$ cat src/rtl/gdr_pkg.sv
// ----------------------------------------------------------------------------
// gdr_pkg
// Shared types and constants of the gated delta-rule state update block:
// operation and result codes, operand selects and controller/datapath links.
// ----------------------------------------------------------------------------
package gdr_pkg;

   typedef enum logic [1:0] {
      OP_WRITE_STATE = 2'd0,
      OP_WRITE_QK    = 2'd1,
      OP_COMMIT      = 2'd2,
      OP_READ_STATE  = 2'd3
   } op_type;

   localparam logic [1:0] KIND_ACK    = 2'd0;
   localparam logic [1:0] KIND_COMMIT = 2'd1;
   localparam logic [1:0] KIND_READ   = 2'd2;

   localparam logic [7:0]  KEY_LENGTH_RESET = 8'd128;
   localparam logic [31:0] FP_QUIET_BIT     = 32'h0040_0000;
   localparam logic [31:0] FP_DEFAULT_NAN   = 32'hFFC0_0000;

   // FPU operand A select
   typedef enum logic [2:0] {
      OPA_ROW,
      OPA_ACC,
      OPA_VALUE,
      OPA_KEY,
      OPA_RESULT
   } opa_type;

   // FPU operand B select
   typedef enum logic [2:0] {
      OPB_DECAY,
      OPB_KEY,
      OPB_QUERY,
      OPB_RESULT,
      OPB_NEG_ACC,
      OPB_BETA,
      OPB_DELTA
   } opb_type;

   typedef struct packed {
      logic    ld_req;
      logic    use_col;
      logic    mem_rd;
      logic    st_wr;
      logic    st_from_fpu;
      logic    qk_wr;
      logic    fpu_start;
      logic    fpu_add;
      opa_type opa;
      opb_type opb;
      logic    ld_acc;
      logic    ld_delta;
      logic    idx_clr;
      logic    idx_inc;
      logic    ld_rsp;
   } gdr_cmd_type;

   typedef struct packed {
      op_type op;
      logic   row_ok;
      logic   col_ok;
      logic   len_zero;
      logic   idx_first;
      logic   idx_last;
      logic   fpu_done;
   } gdr_status_type;

endpackage

$ cat src/rtl/gdr_controller.sv
// ----------------------------------------------------------------------------
// gdr_controller
// Sequencer: accepts a transaction, dispatches element writes and reads, and
// walks a row commit through its scale/projection and update/output passes.
// ----------------------------------------------------------------------------
module gdr_controller
   import gdr_pkg::*;
(
   input  logic           clock,
   input  logic           reset,
   input  logic           req_valid,
   output logic           req_ready,
   output logic           rsp_valid,
   input  logic           rsp_ready,
   input  gdr_status_type status,
   output gdr_cmd_type    cmd
);

   typedef enum logic [4:0] {
      ST_IDLE,
      ST_DISPATCH,
      ST_A_READ,
      ST_A_SCALE,
      ST_A_SCALE_WAIT,
      ST_A_PROD_WAIT,
      ST_A_SUM_WAIT,
      ST_A_NEXT,
      ST_D_SUB,
      ST_D_SUB_WAIT,
      ST_D_MUL_WAIT,
      ST_B_READ,
      ST_B_UPD,
      ST_B_UPD_WAIT,
      ST_B_ADD_WAIT,
      ST_B_PROD_WAIT,
      ST_B_SUM_WAIT,
      ST_B_NEXT,
      ST_FINISH
   } state_type;

   state_type state_ff, state_in;
   logic      rsp_valid_ff, rsp_valid_in;

   assign req_ready = (state_ff == ST_IDLE);
   assign rsp_valid = rsp_valid_ff;

   // next state and commands
   always_comb begin
      state_in     = state_ff;
      rsp_valid_in = rsp_valid_ff && !rsp_ready;
      cmd          = '0;
      case (state_ff)
         ST_IDLE: begin
            if (req_valid) begin
               cmd.ld_req = 1'b1;
               state_in   = ST_DISPATCH;
            end
         end
         ST_DISPATCH: begin
            cmd.use_col = 1'b1;
            state_in    = ST_FINISH;
            case (status.op)
               OP_WRITE_STATE: cmd.st_wr  = status.row_ok && status.col_ok;
               OP_WRITE_QK:    cmd.qk_wr  = status.col_ok;
               OP_READ_STATE:  cmd.mem_rd = 1'b1;
               OP_COMMIT: begin
                  if (status.row_ok && !status.len_zero) begin
                     cmd.idx_clr = 1'b1;
                     state_in    = ST_A_READ;
                  end
               end
               default: state_in = ST_FINISH;
            endcase
         end
         // pass one: scale by decay, accumulate projection onto key
         ST_A_READ: begin
            cmd.mem_rd = 1'b1;
            state_in   = ST_A_SCALE;
         end
         ST_A_SCALE: begin
            cmd.fpu_start = 1'b1;
            cmd.opa       = OPA_ROW;
            cmd.opb       = OPB_DECAY;
            state_in      = ST_A_SCALE_WAIT;
         end
         ST_A_SCALE_WAIT: begin
            if (status.fpu_done) begin
               cmd.st_wr       = 1'b1;
               cmd.st_from_fpu = 1'b1;
               cmd.fpu_start   = 1'b1;
               cmd.opa         = OPA_RESULT;
               cmd.opb         = OPB_KEY;
               state_in        = ST_A_PROD_WAIT;
            end
         end
         ST_A_PROD_WAIT: begin
            if (status.fpu_done) begin
               if (status.idx_first) begin
                  cmd.ld_acc = 1'b1;
                  state_in   = ST_A_NEXT;
               end else begin
                  cmd.fpu_start = 1'b1;
                  cmd.fpu_add   = 1'b1;
                  cmd.opa       = OPA_ACC;
                  cmd.opb       = OPB_RESULT;
                  state_in      = ST_A_SUM_WAIT;
               end
            end
         end
         ST_A_SUM_WAIT: begin
            if (status.fpu_done) begin
               cmd.ld_acc = 1'b1;
               state_in   = ST_A_NEXT;
            end
         end
         ST_A_NEXT: begin
            if (status.idx_last) begin
               state_in = ST_D_SUB;
            end else begin
               cmd.idx_inc = 1'b1;
               state_in    = ST_A_READ;
            end
         end
         // delta = (value - projection) * beta
         ST_D_SUB: begin
            cmd.fpu_start = 1'b1;
            cmd.fpu_add   = 1'b1;
            cmd.opa       = OPA_VALUE;
            cmd.opb       = OPB_NEG_ACC;
            state_in      = ST_D_SUB_WAIT;
         end
         ST_D_SUB_WAIT: begin
            if (status.fpu_done) begin
               cmd.fpu_start = 1'b1;
               cmd.opa       = OPA_RESULT;
               cmd.opb       = OPB_BETA;
               state_in      = ST_D_MUL_WAIT;
            end
         end
         ST_D_MUL_WAIT: begin
            if (status.fpu_done) begin
               cmd.ld_delta = 1'b1;
               cmd.idx_clr  = 1'b1;
               state_in     = ST_B_READ;
            end
         end
         // pass two: add key*delta, accumulate output onto query
         ST_B_READ: begin
            cmd.mem_rd = 1'b1;
            state_in   = ST_B_UPD;
         end
         ST_B_UPD: begin
            cmd.fpu_start = 1'b1;
            cmd.opa       = OPA_KEY;
            cmd.opb       = OPB_DELTA;
            state_in      = ST_B_UPD_WAIT;
         end
         ST_B_UPD_WAIT: begin
            if (status.fpu_done) begin
               cmd.fpu_start = 1'b1;
               cmd.fpu_add   = 1'b1;
               cmd.opa       = OPA_ROW;
               cmd.opb       = OPB_RESULT;
               state_in      = ST_B_ADD_WAIT;
            end
         end
         ST_B_ADD_WAIT: begin
            if (status.fpu_done) begin
               cmd.st_wr       = 1'b1;
               cmd.st_from_fpu = 1'b1;
               cmd.fpu_start   = 1'b1;
               cmd.opa         = OPA_RESULT;
               cmd.opb         = OPB_QUERY;
               state_in        = ST_B_PROD_WAIT;
            end
         end
         ST_B_PROD_WAIT: begin
            if (status.fpu_done) begin
               if (status.idx_first) begin
                  cmd.ld_acc = 1'b1;
                  state_in   = ST_B_NEXT;
               end else begin
                  cmd.fpu_start = 1'b1;
                  cmd.fpu_add   = 1'b1;
                  cmd.opa       = OPA_ACC;
                  cmd.opb       = OPB_RESULT;
                  state_in      = ST_B_SUM_WAIT;
               end
            end
         end
         ST_B_SUM_WAIT: begin
            if (status.fpu_done) begin
               cmd.ld_acc = 1'b1;
               state_in   = ST_B_NEXT;
            end
         end
         ST_B_NEXT: begin
            if (status.idx_last) begin
               state_in = ST_FINISH;
            end else begin
               cmd.idx_inc = 1'b1;
               state_in    = ST_B_READ;
            end
         end
         // hand the result to the output register once it is free
         ST_FINISH: begin
            if (!rsp_valid_ff || rsp_ready) begin
               cmd.ld_rsp   = 1'b1;
               rsp_valid_in = 1'b1;
               state_in     = ST_IDLE;
            end
         end
         default: state_in = ST_IDLE;
      endcase
   end

   always_ff @(posedge clock) begin
      if (reset) begin
         state_ff     <= ST_IDLE;
         rsp_valid_ff <= 1'b0;
      end else begin
         state_ff     <= state_in;
         rsp_valid_ff <= rsp_valid_in;
      end
   end

endmodule

$ cat config.mk
export PLATFORM = sky130hd
export DESIGN_NAME = gdr_controller
export DESIGN_NICKNAME = d
export VERILOG_FILES = /design/src/rtl/gdr_pkg.sv /design/src/rtl/gdr_controller.sv
export SDC_FILE = /design/constraint.sdc
export NUM_CORES = 1
export LEC_CHECK = 0
export BUFFER_PORTS_ARGS = -buffer_cell sky130_fd_sc_hd__buf_2
export CORE_MARGIN = 3
export CORE_UTILIZATION = 30
export DETAILED_ROUTE_END_ITERATION = 10
export GPL_TIMING_DRIVEN = 0
export SLEW_MARGIN = 20
export SYNTH_ARGS = -nofsm -noshare
export SYNTH_HDL_FRONTEND = slang
export SYNTH_SLANG_ARGS = --single-unit
$ cat constraint.sdc
create_clock -name clock -period 3.4 [get_ports clock]
set_input_delay 0 -clock clock [delete_from_list [all_inputs] [get_ports clock]]
set_output_delay 0 -clock clock [all_outputs]
set_load 0.05 [all_outputs]
# Word level (Yosys, flattened, before mapping)
# Index checks and enable logic that the tools add are counted.
[word_totals] register_bits=6 output_inout_bits=21
[op_classes] n_eq_ne=32 n_mux=51 n_reduce_logical=17
[ops] cell="5-bit case mux with 19 select lines" count=1
[ops] cell="5-bit 2-to-1 mux" count=14
[ops] cell="6-bit case mux with 7 select lines" count=1
[ops] cell="5-bit by 4-bit equality test with 1-bit output (second input constant)" count=8
[ops] cell="2-bit != test (second input constant)" count=11
[ops] cell="1-bit 2-to-1 mux" count=21
[ops] cell="5-bit by 3-bit equality test with 1-bit output (second input constant)" count=4
[ops] cell="6-bit 2-to-1 mux" count=3
[ops] cell="8-bit 2-to-1 mux" count=2
[ops] cell="5-bit equality test (second input constant)" count=3
[ops] cell="11-bit AND reduction" count=1
[ops] cell="5-bit by 2-bit equality test with 1-bit output (second input constant)" count=2
[ops] cell="2-bit OR reduction" count=5
[ops] cell="9-bit 2-to-1 mux" count=1
[ops] cell="1-bit case mux with 2 select lines" count=4
[ops] cell="3-bit OR reduction" count=2
[ops] cell="5-bit by 1-bit equality test with 1-bit output (second input constant)" count=1
[ops] cell="5-bit logical NOT" count=1
[ops] cell="2-bit equality test (second input constant)" count=2
[ops] cell="4-bit 2-to-1 mux" count=1
[ops] cell="1-bit case mux with 4 select lines" count=1
[ops] cell="1-bit logical AND" count=3
[ops] cell="1-bit logical NOT" count=3
[ops] cell="1-bit case mux with 3 select lines" count=1
[ops] cell="4 further kinds" count=4

# Logic depth before layout (Yosys ltp)
# Gate-level depths: netlist of the first run.
[depth] ltp_word=5 depth_mapped=7 ltp_nobuf=5

# Worst setup path after synthesis of the first run
# Ideal clock, no wire load.
[synth_timing] kind="register -> output" startpoint="reg state_ff[1]" endpoint="out cmd[16] (netlist name)" arrival_ns=3.457 slack_ns=-0.057 path_stages_with_launch=5 path_buffers=2 path_cell_list="dfxtp_1 clkbuf_1 buf_2 nand2_1 a2111oi_0"
[synth_rtl] item="start: declaration" line_no="gdr_controller.sv:41" text="state_type state_ff, state_in;"
[synth_rtl] item="start signal: assignment" line_no="gdr_controller.sv:222" text="state_ff <= state_in;"
[synth_rtl] item="end: declaration" line_no="gdr_controller.sv:16" text="output gdr_cmd_type cmd"

==> summary.txt, run 1 <==
Clock network
  • Root Driver: clkbuf_4
  • Clk_lat worst skew: 0.25 ns
  • # H-tree levels: 1
  • Sink Count: 6
  • Worst-case clock buffer depth: 2
  • Num CTS Buffers: 3
  • Postcts setup bufs: 0
  • Worst-path clk slew: 0.04 ns
  • CTS tree: built

Route
  • WL per Instance: 14.4 um
  • Via-to-Cell Ratio: 5.74
  • Post-route DRC violation count: 0
  • Iteration-0 DRC Markers: 67
  • Vias: 1126
  • DR pass1 iterations: 4
  • Drt total wl: 2820 um
  • Antenna Nets Post-Route: 0

Logic synthesis
  • Synthesized flop and latch total: 6
  • Synthesized area per cell: 6.37 um^2
  • Synth unique cells: 42
  • Synth top area share: 14.4%
  • Syn Inst Count: 131
  • Seq/Total Area, Yosys: 14.4%
  • Mapped cell area: 835 um^2
  • Mapped Nets: 143
  • Largest area contributor in the netlist: dfxtp_1
  • YS warnings: 0
  • Synth top area cells: dfxtp_1 14%, nand2_1 9.4%, nor2b_1 6.0%

Worst setup path
  • Crit path launch type: register
  • CP max FO: 10
  • Critical Path RT: 3.40 ns
  • Data arrival, critical path: 2.21 ns
  • Worst Path Class, Setup: register to primary output
  • CP Capture Type: primary output

STA
  • Unrepaired setup endpoints after global routing: no
  • Final Hold Violating Endpoints: 0
  • Tightest Pin Transition: 0.494 ns
  • Max Slew Vio Count: 0
  • Fin Clk Skew: 0.00607 ns
  • Minimum clock period: 2.21 ns
  • Final setup violation count: 0
  • FMAX: 0.453 GHz
  • Setup TNS: 0 ns
  • Slew HR: 67.0%
  • Final Cycle Share: 65.0%

Final layout
  • Nets@finish: 180
  • Most common cell after layout, fill and taps aside: buf_2
  • Ant diodes: 0
  • Area growth syn-to-layout: 27.1%
  • Layout cells sized above 1: 25.9%
  • Fin area: 1060 um^2
  • Most frequent cells in the layout: 33 x buf_2, 21 x nand2_1, 9 x a21oi_1

Worst hold path
  • HP Class: input pin to register

Status
  • Status: completed

Floorplan
  • Top-Level Pins: 33
  • Initial Util: 32.5%
  • Die area: 3450 um^2
  • Die width: 58.7 um
  • Cell Rows: 18
  • Die Y: 58.7 um
  • Core Footprint: 2570 um^2

Global route
  • Congestion Overflow GR: 0
  • Initial antenna violation count: 0
  • Wire length of the first global-routing pass: 4500 um
  • Vias in the first global route: 1005
  • Largest net degree at the start of global routing: 11
  • GR Util All Layers: 16.3%

Placement
  • IO Port Bufs: 31
  • Detailed placement HPWL: 2150 um
  • Dpl cell area: 1030 um^2
  • Gp weighted congestion: 0.916

Power and ir drop
  • Leak: 0.000471 uW
  • VDD IR max: 0.000395 V
  • Power Dens Cells: 797 nW/um^2

Run
  • Max Cap Viol: 0
## Yosys cell counts, drive strengths merged
cell type and number:
nand2 21, a21oi 10, nor2b 8, nor3 8
o21ai 8, inv 7, nor2 7, clkbuf 6
dfxtp 6, buf 4, nand2b 4, nand3 4
a21o 3, o22ai 3, or3 3, a31oi 2
nand3b 2, nor4 2, o2111ai 2, o31ai 2
a2111oi 1, a211oi 1, a21boi 1, a221oi 1
a2bb2oi 1, a311oi 1, a31o 1, a32oi 1
and3 1, mux2i 1, nand4 1, nor3b 1
o21ba 1, o21bai 1, o221ai 1, o22a 1
or3b 1, or4 1, xnor2 1
## power by group
group          switching (uW)  internal, uW
Combinational             470           199
Sequential               20.5          90.0
Clock                    26.4          40.0
Total                     517           329
## layout make-up
cell class                      count  area, um^2
Fill cell                         290        1510
Multi-Input combinational cell    108         634
Timing Repair Buffer               32         165
Sequential cell                     6         120
Buffer                             10        55.1
Tap cell                           30        37.5
Inverter                            7        26.3
Clock buffer                        3        22.5
## cell families after synthesis
logic type | count (synthesis) | share of synthesized area, %
and+or+nand+nor | 64 | 39.0
buffers and inverters | 17 | 9.75
AOI/OAI and AO/OA | 42 | 34.6
DFF | 6 | 14.4
xor gates and xnor gates | 1 | 1.05
muxes | 1 | 1.20
## worst paths after layout
kind	startpoint	end	slack, ns	depth (start not counted)
setup / recovery	state_ff[1]$_SDFFE_PP0P_	cmd[16]	1.19	5
setup reg to reg	state_ff[3]$_SDFFE_PP0P_	state_ff[1]$_SDFFE_PP0P_	1.62	6
hold / removal	rsp_ready	rsp_valid$_SDFF_PP0_	0.12	3
hold reg to reg	rsp_valid$_SDFF_PP0_	rsp_valid$_SDFF_PP0_	0.56	2
## repair_timing
action | in CTS | in global routing
gates resized for setup | 0 | 0
hold endpoints to repair | 1 | 0
hold buffers | 1 | 0
## worst max-delay path: stages, from the launching register on
cell and delay (ns):
dfxtp_1 0.43, clkbuf_1 0.39, buf_2 0.31, nand2_1 0.10, a2111oi_1 0.41, buf_2 0.33
## flip-flops by register name (all words and copies together), names as in the netlist
signal and flops:
rsp_valid 1, state_ff 5
## metrics by stage
stage / cells / hold WS [ns] / worst slack, ns / power, uW / utilization [%]
after floorplan: 131 / 0.0691 / 0.506 / 625 / -
after global placement: 192 / 0.253 / 1.53 / 762 / 40.1
after detailed placement: 192 / 0.251 / 1.50 / 767 / 40.1
after CTS: 196 / 0.106 / 1.23 / 836 / 41.3
after global routing: 196 / 0.145 / 1.02 / 910 / 41.3
final: 196 / 0.115 / 1.19 / 846 / 41.3
## routing by layer
layer  track usage [%]  routed length, um  vias to the layer above
met5                 0                  0                        -
met4              3.88                  0                        0
met3              4.39                226                        0
met2              25.6               1370                       62
met1              22.3               1220                      514
li1                  -                  -                      550
Note: power is estimated with default switching activity, not from simulation.
==> inputs of run 2 (changes only) <==
Settings changed: ABC_AREA from default to 1.
Clock period 3.4 ns to 2.09 ns, I/O delays scaled along.
==> run 2 against run 1 <==
Against the previous run: critical path depth rose by 3; sequential share of layout area fell by 0.67 points; synthesized cell count rose by 34%; largest cell class unchanged.
==> summary.txt, run 2 <==
Worst setup path
  • Slowest stage delay, CP: 0.35 ns (was 0.43 ns)
  • Crit path launch type: register (unchanged)
  • Critical-path top delay cell: dfxtp_1 (unchanged)
  • Critical Path, Cell by Cell: inv_2, buf_2, nand3_2, nor2_1, inv_1, a21oi_2, o21bai_1, buf_2 (was clkbuf_1, buf_2, nand2_1, a2111oi_1, buf_2)
  • CP max FO: 10 (unchanged)
  • Most common cell on crit path: buf_2 (unchanged)
  • Worst Path Class, Setup: register to primary output (unchanged)
  • Data arrival, critical path: 1.88 ns (was 2.21 ns)
  • Critical Path RT: 2.09 ns (was 3.40 ns)
  • CP Capture Type: primary output (unchanged)

STA
  • Setup TNS: 0 ns (unchanged)
  • Final setup violation count: 0 (unchanged)
  • Minimum clock period: 1.88 ns
  • Final Cycle Share: 90.0%
  • Hold Slack: 0.0415 ns (was 0.115 ns)
  • Final Hold Violating Endpoints: 0 (unchanged)
  • Max Slew Vio Count: 0 (unchanged)
  • Fin Clk Skew: 0.00161 ns (was 0.00607 ns)
  • Unrepaired setup endpoints after global routing: no (unchanged)
  • Slew HR: 75.0% (was 67.0%)
  • Tightest Pin Transition: 0.375 ns (was 0.494 ns)
  • FMAX: 0.532 GHz

Final layout
  • Max reg flops: 5 (unchanged)
  • Ant diodes: 0 (unchanged)
  • Fillers: 338 (was 290)
  • Biggest register: state_ff (unchanged)
  • Layout cells sized above 1: 28.0% (was 25.9%)
  • Most frequent cells in the layout: 57 x nand2_1, 33 x buf_2, 27 x nor2_1 (was 33 x buf_2, 21 x nand2_1, 9 x a21oi_1)
  • Most common cell after layout, fill and taps aside: nand2_1 (was buf_2)
  • Fin util: 40.5% (was 41.3%)
  • Area growth syn-to-layout: 27.4% (was 27.1%)
  • Area used by multi-input combinational logic: 666 um^2 (was 634 um^2)
  • Fin area: 1130 um^2 (was 1060 um^2)
  • Nets@finish: 225 (was 180)
  • Storage element area: 120 um^2 (unchanged)

Status
  • Status: completed (unchanged)

Run
  • Max Cap Viol: 0 (unchanged)

Logic synthesis
  • Top post-synthesis cells by count: 57 x nand2_1, 27 x nor2_1, 22 x nand3_1 (was 21 x nand2_1, 9 x a21oi_1, 8 x nor2b_1, 8 x nor3_1, 8 x o21ai_0)
  • Synthesized flop and latch total: 6 (unchanged)
  • Seq/Total Area, Yosys: 13.6% (was 14.4%)
  • EDFF count, synth: 0 (unchanged)
  • Synth unique cells: 23 (was 42)
  • Mapped Nets: 187 (was 143)
  • Most frequent cell after synthesis: nand2_1 (unchanged)
  • Synth top area share: 24.2% (was 14.4%)
  • Synthesized area per cell: 5.05 um^2 (was 6.37 um^2)
  • Post-synth top flop: dfxtp_1 (unchanged)
  • Mapped cell area: 885 um^2 (was 835 um^2)
  • YS warnings: 0 (unchanged)
  • Synth async-reset ratio: 0% (unchanged)
  • Largest area contributor in the netlist: nand2_1 (was dfxtp_1)
  • Syn Inst Count: 175 (was 131)
  • Synth top area cells: nand2_1 24%, dfxtp_1 14%, nand3_1 12% (was dfxtp_1 14%, nand2_1 9.4%, nor2b_1 6.0%)

Floorplan
  • Die area: 3640 um^2 (was 3450 um^2)
  • Core Footprint: 2780 um^2 (was 2570 um^2)
  • Cell Rows: 19 (was 18)
  • Die Y: 60.3 um (was 58.7 um)
  • Initial Util: 31.8% (was 32.5%)
  • Die width: 60.3 um (was 58.7 um)
  • Top-Level Pins: 33 (unchanged)

Route
  • Post-route DRC violation count: 0 (unchanged)
  • Drt total wl: 2660 um (was 2820 um)
  • DR pass1 iterations: 4 (unchanged)
  • Antenna Nets Post-Route: 0 (unchanged)
  • Vias: 1212 (was 1126)
  • WL per Instance: 11.0 um (was 14.4 um)
  • Iteration-0 DRC Markers: 52 (was 67)
  • Via-to-Cell Ratio: 5.01 (was 5.74)

Power and ir drop
  • Power share of the clock group: 7.4% (was 7.8%)
  • Leak: 0.000706 uW (was 0.000471 uW)
  • Switch share: 64.0% (was 61.1%)
  • Int Pwr: 501 uW (was 329 uW)
  • Switching power total: 890 uW (was 517 uW)
  • Power, Total: 1390 uW (was 846 uW)
  • Power Dens Cells: 1230 nW/um^2 (was 797 nW/um^2)
  • Share of power burned in combinational logic: 78.3% (was 79.1%)
  • VDD IR max: 0.000563 V (was 0.000395 V)
  • Seq pwr share: 14.3% (was 13.1%)

Global route
  • Vias in the first global route: 999 (was 1005)
  • GR Util All Layers: 15.3% (was 16.3%)
  • Largest net degree at the start of global routing: 11 (unchanged)
  • Wire length of the first global-routing pass: 4290 um (was 4500 um)
  • Initial antenna violation count: 0 (unchanged)
  • Congestion Overflow GR: 0 (unchanged)

Clock network
  • Clk_lat worst skew: 0.24 ns (was 0.25 ns)
  • CTS tree: built (unchanged)
  • Sink Count: 6 (unchanged)
  • Num CTS Buffers: 3 (unchanged)
  • Worst-case clock buffer depth: 2 (unchanged)
  • # H-tree levels: 1 (unchanged)
  • Root Driver: clkbuf_4 (unchanged)
  • Worst-path clk slew: 0.04 ns (about the same)

Placement
  • Dpl cell area: 1090 um^2 (was 1030 um^2)
  • IO Port Bufs: 32 (was 31)
  • Detailed placement HPWL: 2180 um (was 2150 um)
  • Gp weighted congestion: 0.912 (was 0.916)

Worst hold path
  • HP Class: input pin to register (unchanged)
run 2: changes by cell type after synthesis, sizes merged, moves of 4 or more:
| cell | delta |
|---|---|
| nand2 | +37 |
| nor2 | +29 |
| nand3 | +20 |
| inv | +18 |
| a21oi | -8 |
| nor2b | -8 |
| nor3 | -6 |
| clkbuf | -5 |
| nand4 | +5 |
| nand2b | -4 |
run 2: power by group through the flow:
stage	sequential (uW)	combinational, uW	clock (uW)
2_1_floorplan	196	858	0
3_3_place_gp	201	1090	0
3_5_place_dp	201	1080	0
4_1_cts	198	1090	109
5_1_grt	207	1190	115
6_report	199	1090	103
run 2: through the flow:
step,setup WS [ns],cells
after floorplan,0.111,175
after global placement,0.472,238
after detailed placement,0.486,238
after CTS,0.210,242
after global routing,0.0865,242
final,0.209,242
run 2: repair_timing:
item | CTS | global route
resized for setup | 0 | 0
hold endpoints to repair | 1 | 0
buffers inserted | 0 | 0
hold buffers | 1 | 0
run 2: cells by family (layout without fill, tap and decap cells):
kind of cell,after synthesis,count (layout),share of synthesized area [%]
buffers and inverters,28,64,12.4
flip-flops,6,6,13.6
AO/OA/AOI/OAI,14,14,9.05
AND/OR/NAND/NOR,127,127,64.9
run 2: routing by layer:
| layer | share of wire, % | up-vias | GRT usage (%) |
|---|---|---|---|
| li1 | - | 632 | - |
| met1 | 45 | 534 | 20.0 |
| met2 | 46 | 39 | 25.6 |
| met3 | 6.7 | 7 | 1.08 |
| met4 | 1.9 | 0 | 6.96 |
| met5 | 0 | - | 0 |
run 2: worst paths after layout:
path                            startpoint                  endpoint  slack (ns)  depth (start not counted)
hold / removal                   rsp_ready      rsp_valid$_SDFF_PP0_        0.04                          4
setup reg to reg  state_ff[4]$_SDFFE_PP0P_  state_ff[1]$_SDFFE_PP0P_        0.48                         10
hold reg to reg       rsp_valid$_SDFF_PP0_      rsp_valid$_SDFF_PP0_        0.55                          4
setup / recovery  state_ff[4]$_SDFFE_PP0P_                   cmd[15]        0.21                          8
run 2: final cells by class:
class,count,share of cell area (%)
Sequential cell,6,10.7
Buffer,3,1.44
Timing Repair Buffer,33,15.1
Inverter,25,8.32
Tap cell,31,3.44
Multi-Input combinational cell,141,59.0
Clock buffer,3,2.00
run 2: critical path, delay by kind of cell (launching register included):
kind,cells,cell delay [ns]
and+or+nand+nor,2,0.32
AOI/OAI and AO/OA,2,0.26
buffers and inverters,4,0.70
DFF,1,0.35
==> inputs of run 3 (changes only) <==
Settings changed: RECOVER_POWER from default to 50.
==> run 3 against run 2 <==
Against the previous run: power down 2.4%; via count up 0.66%; combinational power about the same; critical path depth unchanged; critical path type unchanged; clock skew about the same; first-iteration DRC count up 19%; sequential share of layout area up 0.19 points; flip-flop and latch count unchanged; utilization down 0.72 points; maximum frequency down 3.0%.
==> summary.txt, run 3 (same netlist as run 2, synthesis figures left out) <==
Clock network
  • # H-tree levels: 1 (unchanged)
  • Sink Count: 6 (unchanged)
  • Post-CTS sizing: 0 (unchanged)
  • Worst-path clk slew: 0.04 ns (about the same)
  • CTS tree: built (unchanged)
  • Clk_lat worst skew: 0.24 ns (about the same)
  • Worst-case clock buffer depth: 2 (unchanged)
  • Num CTS Buffers: 3 (unchanged)
  • Root Driver: clkbuf_4 (unchanged)

Global route
  • Congestion Overflow GR: 0 (unchanged)
  • Largest net degree at the start of global routing: 11 (unchanged)
  • Wire length of the first global-routing pass: 4290 um (unchanged)
  • Vias in the first global route: 999 (unchanged)
  • GRT Max-Usage Layer: met2 (unchanged)
  • M1 GR Usage: 20.0% (unchanged)
  • M2 GR Usage: 25.6% (unchanged)
  • GR Util All Layers: 15.3% (unchanged)
  • Initial antenna violation count: 0 (unchanged)
  • GR Util met3: 1.08% (unchanged)

Worst setup path
  • Critical-path top delay cell: nor2_1 (was dfxtp_1)
  • Slowest stage delay, CP: 0.47 ns (was 0.35 ns)
  • Cell depth of the worst flop-to-flop path: 10 (unchanged)
  • Crit path launch type: register (unchanged)
  • Most common cell on crit path: nand2_1 (was buf_2)
  • CP max FO: 8 (was 10)
  • Buf/Inv on CP: 2 (was 4)
  • Worst R2R Setup Slack: 0.32 ns (was 0.48 ns)
  • CP delay by family, top: simple AND/OR/NAND/NOR gates (was buffers and inverters)
  • Worst Path Class, Setup: register to primary output (unchanged)
  • CP Capture Type: primary output (unchanged)
  • Critical Path RT: 2.09 ns (about the same)
  • Stages on worst setup path: 8 (unchanged)
  • Critical Path, Cell by Cell: nor2_1, nand3_1, nand2_1, nand2_1, nand2_1, inv_1, nand4_1, buf_2 (was inv_2, buf_2, nand3_2, nor2_1, inv_1, a21oi_2, o21bai_1, buf_2)
  • Data arrival, critical path: 1.94 ns (was 1.88 ns)

Final layout
  • Fillers: 345 (was 338)
  • Max reg flops: 5 (unchanged)
  • Ant diodes: 0 (unchanged)
  • Fin util: 39.8% (was 40.5%)
  • Most common cell after layout, fill and taps aside: nand2_1 (unchanged)
  • Area growth syn-to-layout: 25.2% (was 27.4%)
  • Most frequent cells in the layout: 57 x nand2_1, 28 x buf_2, 28 x nor2_1 (was 57 x nand2_1, 33 x buf_2, 27 x nor2_1)
  • Layout cells sized above 1: 24.2% (was 28.0%)
  • Nets@finish: 225 (unchanged)
  • Biggest register: state_ff (unchanged)

Placement
  • Detailed placement HPWL: 2180 um (unchanged)
  • Gp weighted congestion: 0.912 (unchanged)
  • IO Port Bufs: 32 (unchanged)

STA
  • Fin Clk Skew: 0.00159 ns (was 0.00161 ns)
  • Slew HR: 59.9% (was 75.0%)
  • Unrepaired setup endpoints after global routing: no (unchanged)
  • Tightest Pin Transition: 0.604 ns (was 0.375 ns)
  • Setup TNS: 0 ns (unchanged)
  • Minimum clock period: 1.94 ns (was 1.88 ns)
  • Final Cycle Share: 92.8% (was 90.0%)
  • Final Hold Violating Endpoints: 0 (unchanged)
  • Max Slew Vio Count: 0 (unchanged)
  • Final setup violation count: 0 (unchanged)
  • FMAX: 0.516 GHz (was 0.532 GHz)

Worst hold path
  • HP Class: input pin to register (unchanged)
  • Hold depth: 4 (unchanged)

Floorplan
  • Initial Util: 31.8% (unchanged)
  • Die width: 60.3 um (unchanged)
  • Die area: 3640 um^2 (unchanged)
  • Core Footprint: 2780 um^2 (unchanged)
  • Die Y: 60.3 um (unchanged)
  • Top-Level Pins: 33 (unchanged)
  • Cell Rows: 19 (unchanged)

Power and ir drop
  • Switching power total: 877 uW (was 890 uW)
  • Int Pwr: 480 uW (was 501 uW)
  • Share of power burned in combinational logic: 78.0% (was 78.3%)
  • Power share of the clock group: 7.6% (was 7.4%)
  • Switch share: 64.6% (was 64.0%)
  • VDD IR max: 0.000550 V (was 0.000563 V)
  • Seq pwr share: 14.4% (was 14.3%)
  • Power Dens Cells: 1230 nW/um^2 (about the same)
  • Leak: 0.000679 uW (was 0.000706 uW)

Route
  • Post-route DRC violation count: 0 (unchanged)
  • DR pass1 iterations: 4 (unchanged)
  • Drt total wl: 2640 um (was 2660 um)
  • WL per Instance: 10.9 um (was 11.0 um)
  • Iteration-0 DRC Markers: 62 (was 52)
  • Antenna Nets Post-Route: 0 (unchanged)
  • Via-to-Cell Ratio: 5.04 (was 5.01)
  • Vias: 1220 (was 1212)

Status
  • Status: completed (unchanged)

Run
  • Max Cap Viol: 0 (unchanged)
run 3: cell types whose count changed in the layout (fill, tap and decap cells not counted), sizes merged:
cell    previous run  this run
buf               34        29
clkbuf             4         9
clkinv             0         1
inv               25        24
run 3: timing repair:
item	4_1_cts	5_1_grt
hold endpoints to repair	1	0
hold buffers	1	0
setup endpoints to repair	0	0
setup buffers	0	0
run 3: area by class of cell:
| class | instances | area [um^2] | area share [%] |
|---|---|---|---|
| Sequential cell | 6 | 120 | 10.8 |
| Timing Repair Buffer | 33 | 165 | 14.9 |
| Inverter | 25 | 93.8 | 8.47 |
| Clock buffer | 3 | 22.5 | 2.03 |
| Buffer | 3 | 16.3 | 1.47 |
| Multi-Input combinational cell | 141 | 651 | 58.8 |
| Tap cell | 31 | 38.8 | 3.50 |
run 3: per-layer routing:
| layer | share of wire [%] | vias up |
|---|---|---|
| met3 | 7.0 | 7 |
| met1 | 44 | 541 |
| met5 | 0 | - |
| li1 | - | 633 |
| met4 | 1.9 | 0 |
| met2 | 47 | 39 |
run 3: power groups by stage:
| stage | clock (uW) | sequential (uW) | combinational, uW |
|---|---|---|---|
| after global routing | 115 | 204 | 1160 |
| after detailed placement | 0 | 201 | 1080 |
| final | 103 | 195 | 1060 |
| after CTS | 109 | 198 | 1090 |
| after global placement | 0 | 201 | 1090 |
| after floorplan | 0 | 196 | 858 |
run 3: tightest hold or removal path, delay by kind of cell:
kind	cells	cell delay, ns
and+or+nand+nor	1	0.05
buffers and inverters	2	0.12
AOI/OAI and AO/OA	1	0.05
run 3: through the flow:
stage / std cells / instance area [um^2] / hold WS, ns / power, uW / setup WS (ns)
after detailed placement: 238 / 1090 / 0.179 / 1280 / 0.486
after global placement: 238 / 1090 / 0.177 / 1290 / 0.472
after CTS: 242 / 1130 / 0.0353 / 1400 / 0.210
after global routing: 242 / 1110 / 0.0483 / 1480 / 0.0607
final: 242 / 1110 / 0.0418 / 1360 / 0.151
after floorplan: 175 / 896 / 0.0691 / 1050 / 0.111
run 3: path summary, 6_finish.rpt:
kind | startpoint | endpoint
setup / recovery | state_ff[0]$_SDFFE_PP0P_ | cmd[12]
hold / removal | rsp_ready | rsp_valid$_SDFF_PP0_
setup reg to reg | state_ff[4]$_SDFFE_PP0P_ | state_ff[1]$_SDFFE_PP0P_
hold reg to reg | rsp_valid$_SDFF_PP0_ | rsp_valid$_SDFF_PP0_
